`src/caal_pkg.sv`:
```
// shared types, codes and constants for the alias allocation link
package caal_pkg;

    localparam int unsigned NODE_ID_W  = 48;
    localparam int unsigned GEN_W      = 24;
    localparam int unsigned ALIAS_W    = 12;
    localparam int unsigned TIME_W     = 32;
    localparam int unsigned CONFIRM_W  = 16;
    localparam int unsigned STEP_CNT_W = 4;

    localparam logic [GEN_W-1:0]      GEN_ADD_LOW   = 24'h7A4BA9;
    localparam logic [GEN_W-1:0]      GEN_ADD_HIGH  = 24'h1B0CA3;
    localparam logic [CONFIRM_W-1:0]  CONFIRM_RESET = 16'd200;
    localparam logic [STEP_CNT_W-1:0] ADV_LIMIT     = 4'd8;

    // configuration register indexes
    localparam logic CFG_NODE_ID = 1'b0;
    localparam logic CFG_CONFIRM = 1'b1;

    typedef enum logic [1:0] {
        KIND_TICK    = 2'd0,
        KIND_RX      = 2'd1,
        KIND_SEED    = 2'd2,
        KIND_RESTART = 2'd3
    } kind_t;

    typedef enum logic [2:0] {
        FR_NONE     = 3'd0,
        FR_CHECK    = 3'd1,
        FR_RESERVE  = 3'd2,
        FR_DEFINE   = 3'd3,
        FR_MAPRESET = 3'd4,
        FR_INITDONE = 3'd5,
        FR_VERIFIED = 3'd6
    } frame_t;

    typedef enum logic [3:0] {
        PH_CHECK0    = 4'd0,
        PH_CHECK1    = 4'd1,
        PH_CHECK2    = 4'd2,
        PH_CHECK3    = 4'd3,
        PH_WAIT_ARM  = 4'd4,
        PH_WAIT      = 4'd5,
        PH_ASSIGNED  = 4'd6,
        PH_PERMITTED = 4'd7,
        PH_INIT      = 4'd8
    } phase_t;

    typedef enum logic [2:0] {
        ST_IDLE,
        ST_EVAL,
        ST_STEP,
        ST_CHK,
        ST_PUSH
    } ctrl_state_t;

    typedef struct packed {
        logic capture;
        logic eval;
        logic step;
        logic push;
    } cmd_t;

    typedef struct packed {
        logic adv_step;
        logic adv_check;
        logic alias_zero;
    } status_t;

endpackage

```
`src/caal_ctrl.sv`:
```
// sequencer for item capture, evaluation, generator stepping and result hand-off
module caal_ctrl
(
    input  logic             clk,
    input  logic             rst_n,
    input  logic             in_valid,
    output logic             in_stall,
    output logic             out_valid,
    input  logic             out_stall,
    input  caal_pkg::status_t st,
    output caal_pkg::cmd_t    cmd
);

    caal_pkg::ctrl_state_t                state_reg, state_next;
    logic [caal_pkg::STEP_CNT_W-1:0]      cnt_reg, cnt_next;
    logic                                 out_valid_reg, out_valid_next;

    always_ff @(posedge clk or negedge rst_n)
    begin
        if (!rst_n)
        begin
            state_reg     <= caal_pkg::ST_IDLE;
            cnt_reg       <= '0;
            out_valid_reg <= 1'b0;
        end
        else
        begin
            state_reg     <= state_next;
            cnt_reg       <= cnt_next;
            out_valid_reg <= out_valid_next;
        end
    end

    always_comb
    begin
        state_next     = state_reg;
        cnt_next       = cnt_reg;
        out_valid_next = out_valid_reg && out_stall;
        cmd            = '0;
        unique case (state_reg)
            caal_pkg::ST_IDLE:
            begin
                if (in_valid)
                begin
                    cmd.capture = 1'b1;
                    state_next  = caal_pkg::ST_EVAL;
                end
            end
            caal_pkg::ST_EVAL:
            begin
                cmd.eval = 1'b1;
                cnt_next = '0;
                priority if (st.adv_step)
                    state_next = caal_pkg::ST_STEP;
                else if (st.adv_check)
                    state_next = caal_pkg::ST_CHK;
                else
                    state_next = caal_pkg::ST_PUSH;
            end
            caal_pkg::ST_STEP:
            begin
                cmd.step   = 1'b1;
                cnt_next   = cnt_reg + 1'b1;
                state_next = caal_pkg::ST_CHK;
            end
            caal_pkg::ST_CHK:
            begin
                // keep stepping while the alias is zero, bounded by the limit
                if (st.alias_zero && (cnt_reg != caal_pkg::ADV_LIMIT))
                    state_next = caal_pkg::ST_STEP;
                else
                    state_next = caal_pkg::ST_PUSH;
            end
            caal_pkg::ST_PUSH:
            begin
                if (!out_valid_reg || !out_stall)
                begin
                    cmd.push       = 1'b1;
                    out_valid_next = 1'b1;
                    state_next     = caal_pkg::ST_IDLE;
                end
            end
            default:
            begin
                state_next = caal_pkg::ST_IDLE;
            end
        endcase
    end

    assign in_stall  = (state_reg != caal_pkg::ST_IDLE);
    assign out_valid = out_valid_reg;

    a_cnt_bound: assert property (@(posedge clk) disable iff (!rst_n)
        cnt_reg <= caal_pkg::ADV_LIMIT)
        else $error("generator step count above limit");

    a_step_below_limit: assert property (@(posedge clk) disable iff (!rst_n)
        state_reg == caal_pkg::ST_STEP |-> cnt_reg < caal_pkg::ADV_LIMIT)
        else $error("generator step issued at limit");

    a_no_overwrite: assert property (@(posedge clk) disable iff (!rst_n)
        cmd.push |-> (!out_valid_reg || !out_stall))
        else $error("result pushed over a waiting item");

    a_accept_to_eval: assert property (@(posedge clk) disable iff (!rst_n)
        (in_valid && !in_stall) |=> state_reg == caal_pkg::ST_EVAL)
        else $error("accepted item not evaluated next cycle");

endmodule

```
`src/caal_dp.sv`:
```
// datapath: config, generator, phase state, item decode and result registers
module caal_dp
(
    input  logic                                clk,
    input  logic                                rst_n,
    input  caal_pkg::cmd_t                      cmd,
    output caal_pkg::status_t                   st,
    input  logic                                cfg_wr,
    input  logic                                cfg_index,
    input  logic [caal_pkg::NODE_ID_W-1:0]      cfg_data,
    input  logic [1:0]                          kind,
    input  logic [caal_pkg::TIME_W-1:0]         now_ms,
    input  logic                                tx_ready,
    input  logic [caal_pkg::ALIAS_W-1:0]        source_alias,
    input  logic                                is_check_id,
    input  logic                                is_map_enquiry,
    input  logic                                has_payload,
    input  logic                                node_id_matches,
    input  logic                                is_verify_request,
    output logic [2:0]                          frame_kind,
    output logic [1:0]                          check_index,
    output logic [caal_pkg::ALIAS_W-1:0]        id_fragment,
    output logic [caal_pkg::ALIAS_W-1:0]        alias_res,
    output logic                                handled,
    output logic                                initialized
);

    localparam int unsigned GW = caal_pkg::GEN_W;
    localparam int unsigned AW = caal_pkg::ALIAS_W;

    // configuration
    logic [caal_pkg::NODE_ID_W-1:0] node_id_reg;
    logic [caal_pkg::CONFIRM_W-1:0] confirm_reg;

    // block state
    logic [GW-1:0]                  gen_high_reg, gen_high_next;
    logic [GW-1:0]                  gen_low_reg, gen_low_next;
    caal_pkg::phase_t               phase_reg, phase_next;
    logic [caal_pkg::TIME_W-1:0]    wait_start_reg, wait_start_next;

    // captured item
    caal_pkg::kind_t                kind_reg;
    logic [caal_pkg::TIME_W-1:0]    now_reg;
    logic                           ready_reg;
    logic [AW-1:0]                  src_reg;
    logic                           cim_reg;
    logic                           ame_reg;
    logic                           payload_reg;
    logic                           match_reg;
    logic                           verify_reg;

    // pending result and output stage
    caal_pkg::frame_t               res_fk_reg, res_fk_next;
    logic [1:0]                     res_cidx_reg, res_cidx_next;
    logic [AW-1:0]                  res_frag_reg, res_frag_next;
    logic [AW-1:0]                  res_alias_reg, res_alias_next;
    logic                           res_handled_reg, res_handled_next;
    logic                           res_init_reg, res_init_next;

    caal_pkg::frame_t               out_fk_reg;
    logic [1:0]                     out_cidx_reg;
    logic [AW-1:0]                  out_frag_reg;
    logic [AW-1:0]                  out_alias_reg;
    logic                           out_handled_reg;
    logic                           out_init_reg;

    logic [AW-1:0]                  cur_alias;
    logic [GW+1:0]                  lo_sum;
    logic [GW-1:0]                  hi_sum;
    logic [GW-1:0]                  step_low;
    logic [GW-1:0]                  step_high;
    logic [caal_pkg::TIME_W-1:0]    elapsed;
    logic                           collide;

    always_ff @(posedge clk or negedge rst_n)
    begin
        if (!rst_n)
        begin
            node_id_reg <= '0;
            confirm_reg <= caal_pkg::CONFIRM_RESET;
        end
        else if (cfg_wr)
        begin
            if (cfg_index == caal_pkg::CFG_NODE_ID)
                node_id_reg <= cfg_data;
            else
                confirm_reg <= cfg_data[caal_pkg::CONFIRM_W-1:0];
        end
    end

    assign cur_alias = gen_high_reg[AW-1:0] ^ gen_low_reg[AW-1:0]
                     ^ gen_high_reg[GW-1:AW] ^ gen_low_reg[GW-1:AW];

    // one step of x * 513 + constant over the 48-bit pair
    assign lo_sum    = {2'b00, gen_low_reg} + {2'b00, gen_low_reg[GW-10:0], 9'b0}
                     + {2'b00, caal_pkg::GEN_ADD_LOW};
    assign hi_sum    = gen_high_reg + {gen_high_reg[GW-10:0], gen_low_reg[GW-1:GW-9]}
                     + caal_pkg::GEN_ADD_HIGH;
    assign step_low  = lo_sum[GW-1:0];
    assign step_high = hi_sum + {{(GW-2){1'b0}}, lo_sum[GW+1:GW]};

    assign elapsed = now_reg - wait_start_reg;
    assign collide = (src_reg == cur_alias);

    assign st.adv_step   = (kind_reg == caal_pkg::KIND_RESTART)
                        || ((kind_reg == caal_pkg::KIND_RX) && collide && !cim_reg);
    assign st.adv_check  = (kind_reg == caal_pkg::KIND_SEED);
    assign st.alias_zero = (cur_alias == '0);

    always_comb
    begin
        res_fk_next      = caal_pkg::FR_NONE;
        res_cidx_next    = '0;
        res_frag_next    = '0;
        res_handled_next = 1'b0;
        phase_next       = phase_reg;
        wait_start_next  = wait_start_reg;
        gen_high_next    = gen_high_reg;
        gen_low_next     = gen_low_reg;

        unique case (kind_reg)
            caal_pkg::KIND_TICK:
            begin
                unique case (phase_reg)
                    caal_pkg::PH_CHECK0, caal_pkg::PH_CHECK1,
                    caal_pkg::PH_CHECK2, caal_pkg::PH_CHECK3:
                    begin
                        if (ready_reg)
                        begin
                            res_fk_next   = caal_pkg::FR_CHECK;
                            res_cidx_next = phase_reg[1:0];
                            unique case (phase_reg[1:0])
                                2'd0: res_frag_next = node_id_reg[47:36];
                                2'd1: res_frag_next = node_id_reg[35:24];
                                2'd2: res_frag_next = node_id_reg[23:12];
                                default: res_frag_next = node_id_reg[11:0];
                            endcase
                            phase_next = caal_pkg::phase_t'(4'(phase_reg) + 4'd1);
                        end
                    end
                    caal_pkg::PH_WAIT_ARM:
                    begin
                        wait_start_next = now_reg;
                        phase_next      = caal_pkg::PH_WAIT;
                    end
                    caal_pkg::PH_WAIT:
                    begin
                        if ((elapsed > {16'b0, confirm_reg}) && ready_reg)
                        begin
                            res_fk_next = caal_pkg::FR_RESERVE;
                            phase_next  = caal_pkg::PH_ASSIGNED;
                        end
                    end
                    caal_pkg::PH_ASSIGNED:
                    begin
                        if (ready_reg)
                        begin
                            res_fk_next = caal_pkg::FR_DEFINE;
                            phase_next  = caal_pkg::PH_PERMITTED;
                        end
                    end
                    caal_pkg::PH_PERMITTED:
                    begin
                        if (ready_reg)
                        begin
                            res_fk_next = caal_pkg::FR_INITDONE;
                            phase_next  = caal_pkg::PH_INIT;
                        end
                    end
                    default:
                    begin
                        phase_next = phase_reg;
                    end
                endcase
            end
            caal_pkg::KIND_RX:
            begin
                priority if (collide)
                begin
                    if (cim_reg)
                        res_fk_next = caal_pkg::FR_RESERVE;
                    else
                    begin
                        if (ready_reg)
                            res_fk_next = caal_pkg::FR_MAPRESET;
                        phase_next = caal_pkg::PH_CHECK0;
                    end
                end
                else if (ame_reg)
                begin
                    if (!payload_reg || match_reg)
                        res_fk_next = caal_pkg::FR_DEFINE;
                end
                else if (verify_reg)
                begin
                    res_fk_next      = caal_pkg::FR_VERIFIED;
                    res_handled_next = 1'b1;
                end
                else
                begin
                    res_fk_next = caal_pkg::FR_NONE;
                end
            end
            caal_pkg::KIND_SEED:
            begin
                gen_high_next = node_id_reg[47:24];
                gen_low_next  = node_id_reg[23:0];
            end
            default:
            begin
                phase_next = caal_pkg::PH_CHECK0;
            end
        endcase

        res_alias_next = (res_fk_next == caal_pkg::FR_NONE) ? '0 : cur_alias;
        res_init_next  = (phase_next == caal_pkg::PH_INIT);
    end

    always_ff @(posedge clk or negedge rst_n)
    begin
        if (!rst_n)
        begin
            gen_high_reg   <= '0;
            gen_low_reg    <= '0;
            phase_reg      <= caal_pkg::PH_CHECK0;
            wait_start_reg <= '0;
        end
        else if (cmd.eval)
        begin
            gen_high_reg   <= gen_high_next;
            gen_low_reg    <= gen_low_next;
            phase_reg      <= phase_next;
            wait_start_reg <= wait_start_next;
        end
        else if (cmd.step)
        begin
            gen_high_reg <= step_high;
            gen_low_reg  <= step_low;
        end
    end

    always_ff @(posedge clk)
    begin
        if (cmd.capture)
        begin
            kind_reg    <= caal_pkg::kind_t'(kind);
            now_reg     <= now_ms;
            ready_reg   <= tx_ready;
            src_reg     <= source_alias;
            cim_reg     <= is_check_id;
            ame_reg     <= is_map_enquiry;
            payload_reg <= has_payload;
            match_reg   <= node_id_matches;
            verify_reg  <= is_verify_request;
        end
        if (cmd.eval)
        begin
            res_fk_reg      <= res_fk_next;
            res_cidx_reg    <= res_cidx_next;
            res_frag_reg    <= res_frag_next;
            res_alias_reg   <= res_alias_next;
            res_handled_reg <= res_handled_next;
            res_init_reg    <= res_init_next;
        end
        if (cmd.push)
        begin
            out_fk_reg      <= res_fk_reg;
            out_cidx_reg    <= res_cidx_reg;
            out_frag_reg    <= res_frag_reg;
            out_alias_reg   <= res_alias_reg;
            out_handled_reg <= res_handled_reg;
            out_init_reg    <= res_init_reg;
        end
    end

    assign frame_kind  = out_fk_reg;
    assign check_index = out_cidx_reg;
    assign id_fragment = out_frag_reg;
    assign alias_res   = out_alias_reg;
    assign handled     = out_handled_reg;
    assign initialized = out_init_reg;

endmodule

```
`src/can_alias_allocation_link_unit.sv`:
```
// top level of the CAN alias allocation link: sequencer plus datapath
//
// Claims a 12-bit CAN alias for the configured 48-bit node id and tells the
// transmitter which frame to send for each event item (tick, received frame,
// seed, restart); every accepted item yields exactly one result item, with
// frame_kind none when nothing is to be sent. Items are handled one at a time:
// a result is offered once its item has passed the evaluate and push states,
// and the next item can be accepted once the sequencer is back in idle; a
// seed also passes a check state for the new alias, and each generator step
// adds a step and a check state when the alias has to be advanced (at most 8
// steps); the step loop runs on a single 48-bit multiply-by-513 adder in the
// datapath. The result sits in an output register, so the next item is
// accepted while a result waits to be taken.
// Config writes are always ready and must be made while the block is idle.
module can_alias_allocation_link_unit
(
    input  logic                                clk,
    input  logic                                rst_n,
    input  logic                                cfg_valid,
    output logic                                cfg_ready,
    input  logic                                cfg_index,
    input  logic [caal_pkg::NODE_ID_W-1:0]      cfg_data,
    input  logic                                in_valid,
    output logic                                in_stall,
    input  logic [1:0]                          kind,
    input  logic [caal_pkg::TIME_W-1:0]         now_ms,
    input  logic                                tx_ready,
    input  logic [caal_pkg::ALIAS_W-1:0]        source_alias,
    input  logic                                is_check_id,
    input  logic                                is_map_enquiry,
    input  logic                                has_payload,
    input  logic                                node_id_matches,
    input  logic                                is_verify_request,
    output logic                                out_valid,
    input  logic                                out_stall,
    output logic [2:0]                          frame_kind,
    output logic [1:0]                          check_index,
    output logic [caal_pkg::ALIAS_W-1:0]        id_fragment,
    output logic [caal_pkg::ALIAS_W-1:0]        alias_res,
    output logic                                handled,
    output logic                                initialized
);

    caal_pkg::cmd_t    cmd;
    caal_pkg::status_t st;
    logic              cfg_wr;

    assign cfg_ready = 1'b1;
    assign cfg_wr    = cfg_valid && cfg_ready;

    caal_ctrl u_ctrl
    (
        .clk       (clk),
        .rst_n     (rst_n),
        .in_valid  (in_valid),
        .in_stall  (in_stall),
        .out_valid (out_valid),
        .out_stall (out_stall),
        .st        (st),
        .cmd       (cmd)
    );

    caal_dp u_dp
    (
        .clk               (clk),
        .rst_n             (rst_n),
        .cmd               (cmd),
        .st                (st),
        .cfg_wr            (cfg_wr),
        .cfg_index         (cfg_index),
        .cfg_data          (cfg_data),
        .kind              (kind),
        .now_ms            (now_ms),
        .tx_ready          (tx_ready),
        .source_alias      (source_alias),
        .is_check_id       (is_check_id),
        .is_map_enquiry    (is_map_enquiry),
        .has_payload       (has_payload),
        .node_id_matches   (node_id_matches),
        .is_verify_request (is_verify_request),
        .frame_kind        (frame_kind),
        .check_index       (check_index),
        .id_fragment       (id_fragment),
        .alias_res         (alias_res),
        .handled           (handled),
        .initialized       (initialized)
    );

endmodule
```
`config.mk`:
```
export PLATFORM = sky130hd
export DESIGN_NAME = can_alias_allocation_link_unit
export DESIGN_NICKNAME = d
export VERILOG_FILES = /design/src/caal_pkg.sv /design/src/caal_ctrl.sv /design/src/caal_dp.sv /design/src/can_alias_allocation_link_unit.sv
export SDC_FILE = /design/constraint.sdc
export NUM_CORES = 1
export LEC_CHECK = 0
export ABC_AREA = 1
export BUFFER_PORTS_ARGS = -buffer_cell sky130_fd_sc_hd__buf_2
export CAP_MARGIN = 10
export CORE_MARGIN = 8
export CORE_UTILIZATION = 45
export DETAILED_ROUTE_END_ITERATION = 6
export SLEW_MARGIN = 20
export SYNTH_ARGS = -nofsm -noshare
export SYNTH_HDL_FRONTEND = slang
export SYNTH_HIERARCHICAL = 1
export SYNTH_SLANG_ARGS = --single-unit
```
`constraint.sdc`:
```
create_clock -name clk -period 6 [get_ports clk]
set_input_delay 0.3 -clock clk [delete_from_list [all_inputs] [get_ports clk]]
set_output_delay 0.3 -clock clk [all_outputs]
set_load 0.01 [all_outputs]
```
# --- After elaboration in Yosys (flattened, before gate mapping) ---
# Index checks and enable logic that the tools add are counted.
op_classes:
  eq_ne: 22
  n_mux: 43
  reduce_logical: 29
  addsub: 8
  n_bitwise: 5
  n_lt_le_gt_ge: 1
ops:
  columns: ["operator", "count"]
  rows:
  - ["$mux 24", 6]
  - ["$pmux 12 s3", 1]
  - ["$xor 12x12->12", 3]
  - ["$mux 3", 11]
  - ["$gt 32x16->1", 1]
  - ["$sub 32x32->32", 1]
  - ["$add 26x23->26 const B", 1]
  - ["$add 24x24->25", 1]
  - ["$add 24x2->24", 1]
  - ["$add 24x21->24 const B", 1]
  - ["$add 24x24->24", 1]
  - ["$mux 4", 6]
  - ["$pmux 4 s5", 1]
  - ["$eq 4x3->1 const B", 4]
  - ["$pmux 3 s5", 1]
  - ["$eq 12x12->1", 1]
  - ["$logic_not 12->1", 1]
  - ["$pmux 3 s4", 1]
  - ["$pmux 4 s3", 1]
  - ["$mux 1", 10]
  - ["$add 4x1->4 const B", 2]
  - ["$eq 4x2->1 const B", 2]
  - ["$pmux 4 s2", 1]
  - ["$reduce_and 2->1", 4]
  - ["other kinds (24)", 45]
totals:
  reg_bits: 270
  input_bits: 106
  out_inout_bits: 34
  elab_cells: 138

# --- Longest topological paths before layout ---
logic_depth:
  word_depth: 9
  mapped_depth: 35
  ltp_nobuf: 35

# --- Cells and area by module ---
# The synthesis kept the hierarchy.
modules_own_cells:
  columns: ["module", "instances", "area_per_inst_um2", "cells_each", "seq_area_each_um2"]
  rows:
  - ["caal_dp", 1, 16746.1, 2034, 7130.6]
  - ["caal_ctrl", 1, 471.7, 68, 200.2]
  - ["can_alias_allocation_link_unit", 1, 11.3, 2, 0.0]

# --- Worst setup path before layout ---
# Ideal clock, no wire load.
synth_timing:
  kind: "reg2reg"
  from: "register u_dp.gen_low_reg[3]"
  to: "register u_dp.gen_high_reg[15]"
  n_path_buf: 0
  stages_incl_launch_ff: 31
  period_less_slack_ns: 4.456
  arrival_time_ns: 4.331
  setup_slack_ns: 1.544
  path_cell_list: "dfrtp_1 ha_1 ha_1 nand2_1 nor2_1 and3_1 a21oi_1 inv_1 a21oi_1 inv_1 a21oi_1 inv_1 nand4_1 nand3_1 xor2_1 ha_1 ha_1 inv_1 fa_1 o21ai_0 nand2_1 nand2_1 a21oi_1 inv_1 nand2_1 o211ai_1 a21oi_1 nand2_1 nand2_1 o221ai_1 nand2_1"
synth_between:
  elab_chain_len: 5
synth_lines:
  columns: ["item", "line_no", "rtl"]
  rows:
  - ["start: declaration", "caal_dp.sv:37", "logic [GW-1:0] gen_low_reg, gen_low_next;"]
  - ["start signal: assignment", "caal_dp.sv:231", "gen_low_reg <= gen_low_next;"]
  - ["start signal: assignment", "caal_dp.sv:238", "gen_low_reg <= step_low;"]
  - ["$add 24x24->25", "caal_dp.sv:95", "assign lo_sum = {2'b00, gen_low_reg} + {2'b00, gen_low_reg[GW-10:0], 9'b0}"]
  - ["$add 26x23->26", "caal_dp.sv:96", "+ {2'b00, caal_pkg::GEN_ADD_LOW};"]
  - ["$add 24x2->24", "caal_dp.sv:100", "assign step_high = hi_sum + {{(GW-2){1'b0}}, lo_sum[GW+1:GW]};"]
  - ["$mux 24", "caal_dp.sv:235", "else if (cmd.step)"]
  - ["$mux 24", "caal_dp.sv:228", "else if (cmd.eval)"]
  - ["end signal: assignment", "caal_dp.sv:230", "gen_high_reg <= gen_high_next;"]
  - ["end signal: assignment", "caal_dp.sv:237", "gen_high_reg <= step_high;"]
  - ["end: declaration", "caal_dp.sv:36", "logic [GW-1:0] gen_high_reg, gen_high_next;"]
# No other way between the ends. The select of a mux whose other input is x is not followed.
# A chain may end at the register's enable or synchronous reset.

# --- Final worst setup path ---
layout_timing:
  from: "register u_dp.gen_low_reg[9]"
  to: "register u_dp.gen_high_reg[15]"
# The elaborated chain is that of the path after synthesis.

==> impl_metrics.tcl <==
set metrics [dict create \
    post_cts_buffers 0 \
    synth_nets 2373 \
    netlist_instances 2104 \
    fin_nets 2591 \
    syn2layout_area_growth_pct 17.8 \
    die_h_um 212 \
    antenna_cells 0 \
    grt_pass1_vias 14600 \
    htree_levels 1 \
    maxCapViolations 0 \
    cts_sinks 270 \
    clock_latency_ns 0.57 \
    hpwl_um 41100 \
    grtUsageTotal 0.233 \
    fp.dieArea_um2 44800 \
    routedWlPerCell_um 18.4 \
    gr-total-overflow 0 \
    drive_gt1_frac 0.112 \
    drv_slew 0 \
    p_leak_nw 10.2 \
    tritoncts "done" \
    initial_core_util 0.457 \
    period_minus_slack_ns 5.38 \
    io-pin-count 140 \
    port_buffers 138 \
    tns_ns 0 \
    yosysWarnings 6 \
    drc 0 \
    worst_setup_path_end_kind "flip-flop" \
    worstPathRequired_ns 6.45 \
    tightestPinTransition_ns 0.887 \
    gp_congestion 0.943 \
    num_vias 14800 \
    power_w 0.0118 \
    rsz0062_at_grt "false" \
    worstSetupPathType "flip-flop to flip-flop" \
    hold_viol_final 0 \
    pwr_density_cell_nw_per_um2 582 \
    grt_max_degree 83 \
    antenna_found_initial 1 \
    drt-pass1-iter-count 5 \
    vdd_drop_max_mv 0.310 \
    fin_worst_skew_ns 0.0145 \
    worst_path_max_delay_cell "o21ai_0" \
    yosysSeqAreaShare 0.425 \
    syn_area_um2 17200 \
    status "finished clean" \
    synthArstFlopShare 0.578 \
    worst_setup_path_start_kind "flip-flop" \
    synth_edf_count 114 \
    cts_buffer_depth 3 \
    clk_pin_slew_ns 0.07 \
    min_path_type "primary input to flip-flop" \
    ys_ff_latch 270 \
    setup_viol 0 \
    grt_pass1_wl_um 81600 \
    syn_area_per_cell_um2 8.19 \
    drt_iter0_markers 1001 \
    fmax_mhz 186 \
    core_area_um2 37700 \
    worst_path_most_repeated_cell "nand2_1" \
    worstPathMaxFanout 5 \
    ys_types 56 \
    cts-buffers-inserted 30 \
    slew-limit-headroom 0.407 \
    die_x_um 212 \
    slowest_delay_ns 0.52 \
    root_buffer "clkbuf_16" \
    largest_reg_flops 48 \
    core.rowCount 71 \
    detail-route-antenna-nets 0 \
    via_per_inst 5.17 \
    arrival_ns 5.82 \
    synth_ff_type "dfrtp_1" \
    fin_crit_sh 0.896 \
    wl_um 52500 \
]
## critical path, delay by kind of cell (launching register included)
kind | cells | cell delay [ns]
flops | 1 | 0.39
fa+ha+maj | 5 | 1.37
buf+inv | 8 | 0.56
simple gates | 12 | 0.85
compound gates | 9 | 1.90
xor+xnor | 1 | 0.16
## logic make-up after synthesis
group                      count (synthesis)  synth area share
and+or+nand+nor                          809             0.194
muxes                                     16            0.0105
buffers and inverters                    403            0.0892
other                                      1          0.000218
adders and majority gates                163             0.120
xor gates and xnor gates                  94            0.0487
AOI/OAI and AO/OA                        348             0.113
DFF                                      270             0.425
## per-layer routing
| layer | wire length [µm] | up-vias | global-route usage |
|---|---|---|---|
| met3 | 2940 | 90 | 0.0308 |
| li1 | - | 7295 | - |
| met4 | 1750 | 0 | 0.0740 |
| met2 | 24800 | 406 | 0.395 |
| met1 | 23100 | 6981 | 0.306 |
| met5 | 0 | - | 0 |
## cell usage in the layout (no fill, tap or decap), types with 10 or more instances in the layout
master         instances
a21oi_1              112
a221oi_1              12
buf_2                137
clkbuf_16             33
dfrtp_1              153
dlygate4sd3_1         82
edfxtp_1             114
ha_1                 160
inv_1                351
mux2_2                16
nand2_1              514
nand2_2               10
nand3_1               70
nand4_1               18
nor2_1               141
nor2_2                11
nor3_1                15
nor4_1                11
o211ai_1              15
o21ai_0              167
xnor2_1               42
xor2_1                50
## metrics by stage
stage	instances	cell area, µm²	hold WS (ns)	util	worst slack [ns]
after CTS	2857	20300	0.00174	0.539	0.753
after global routing	2857	20300	0.0243	0.539	0.201
final	2857	20300	0.0280	0.539	0.624
after global placement	2719	18500	0.400	0.490	0.905
after floorplan	2104	17200	0.00441	-	1.54
after detailed placement	2719	18500	0.405	0.490	0.791
## cell type report
type / count / area, µm²
clock buffer: 37 / 871
clock inverter: 19 / 135
fill: 3557 / 17400
inverter: 359 / 1350
multi-input combinational: 1431 / 8380
sequential: 270 / 7330
tap: 511 / 639
timing repair buffer: 230 / 1600
## power by group
group	leakage [nW]	internal (W)	switching, W	total, W
combinational	6.65	0.00251	0.00445	0.00696
sequential	3.02	0.00256	0.000450	0.00301
clock	0.479	0.00104	0.000802	0.00184
## worst paths after layout
path	cells past startpoint	end	slack, ns	startpoint
max	35	u_dp/gen_high_reg[15]	0.62	u_dp/gen_low_reg[9]
min	3	u_dp/node_id_reg[19]	0.03	cfg_data[19]
max reg2reg	35	u_dp/gen_high_reg[15]	0.62	u_dp/gen_low_reg[9]
min reg2reg	0	u_dp/alias_res[5]	0.42	u_dp/res_alias_reg[5]
max in group asynchronous	3	u_dp/node_id_reg[30]	4.38	rst_n
min in group asynchronous	2	u_ctrl/out_valid	0.36	rst_n
## synth_stat cells, types with 2 or more instances
cell | number | area (µm²)
nand2_1 | 515 | 1930
inv_1 | 353 | 1330
o21ai_0 | 167 | 836
ha_1 | 160 | 2000
dfrtp_1 | 153 | 3830
nor2_1 | 143 | 537
edfxtp_1 | 114 | 3420
a21oi_1 | 112 | 561
nand3_1 | 70 | 350
xor2_1 | 50 | 438
xnor2_1 | 42 | 368
clkbuf_1 | 35 | 131
nand4_1 | 18 | 113
mux2_2 | 16 | 180
nor3_1 | 15 | 75.1
o211ai_1 | 15 | 113
a221oi_1 | 12 | 105
nor4_1 | 11 | 68.8
nor2_2 | 10 | 62.6
nand2_2 | 9 | 56.3
and2_1 | 6 | 37.5
a211oi_1 | 5 | 37.5
a31oi_1 | 5 | 31.3
a21o_1 | 4 | 30.0
buf_2 | 4 | 20.0
inv_2 | 4 | 15.0
o221ai_1 | 4 | 35.0
o22ai_1 | 4 | 25.0
a31o_2 | 3 | 26.3
dfstp_2 | 3 | 78.8
fa_1 | 3 | 60.1
nand3_2 | 3 | 30.0
nor3_2 | 3 | 30.0
o21a_1 | 3 | 22.5
and3_1 | 2 | 12.5
buf_1 | 2 | 7.51
buf_6 | 2 | 22.5
clkinv_1 | 2 | 7.51
o211a_1 | 2 | 20.0
o21bai_1 | 2 | 15.0
o32ai_1 | 2 | 17.5
xnor2_2 | 2 | 32.5
## timing repair
item	4_1_cts	5_1_grt
resized for setup	0	0
hold buffers	82	0
endpoints found under the hold margin	162	0
Power figures use the tool's default switching activity.
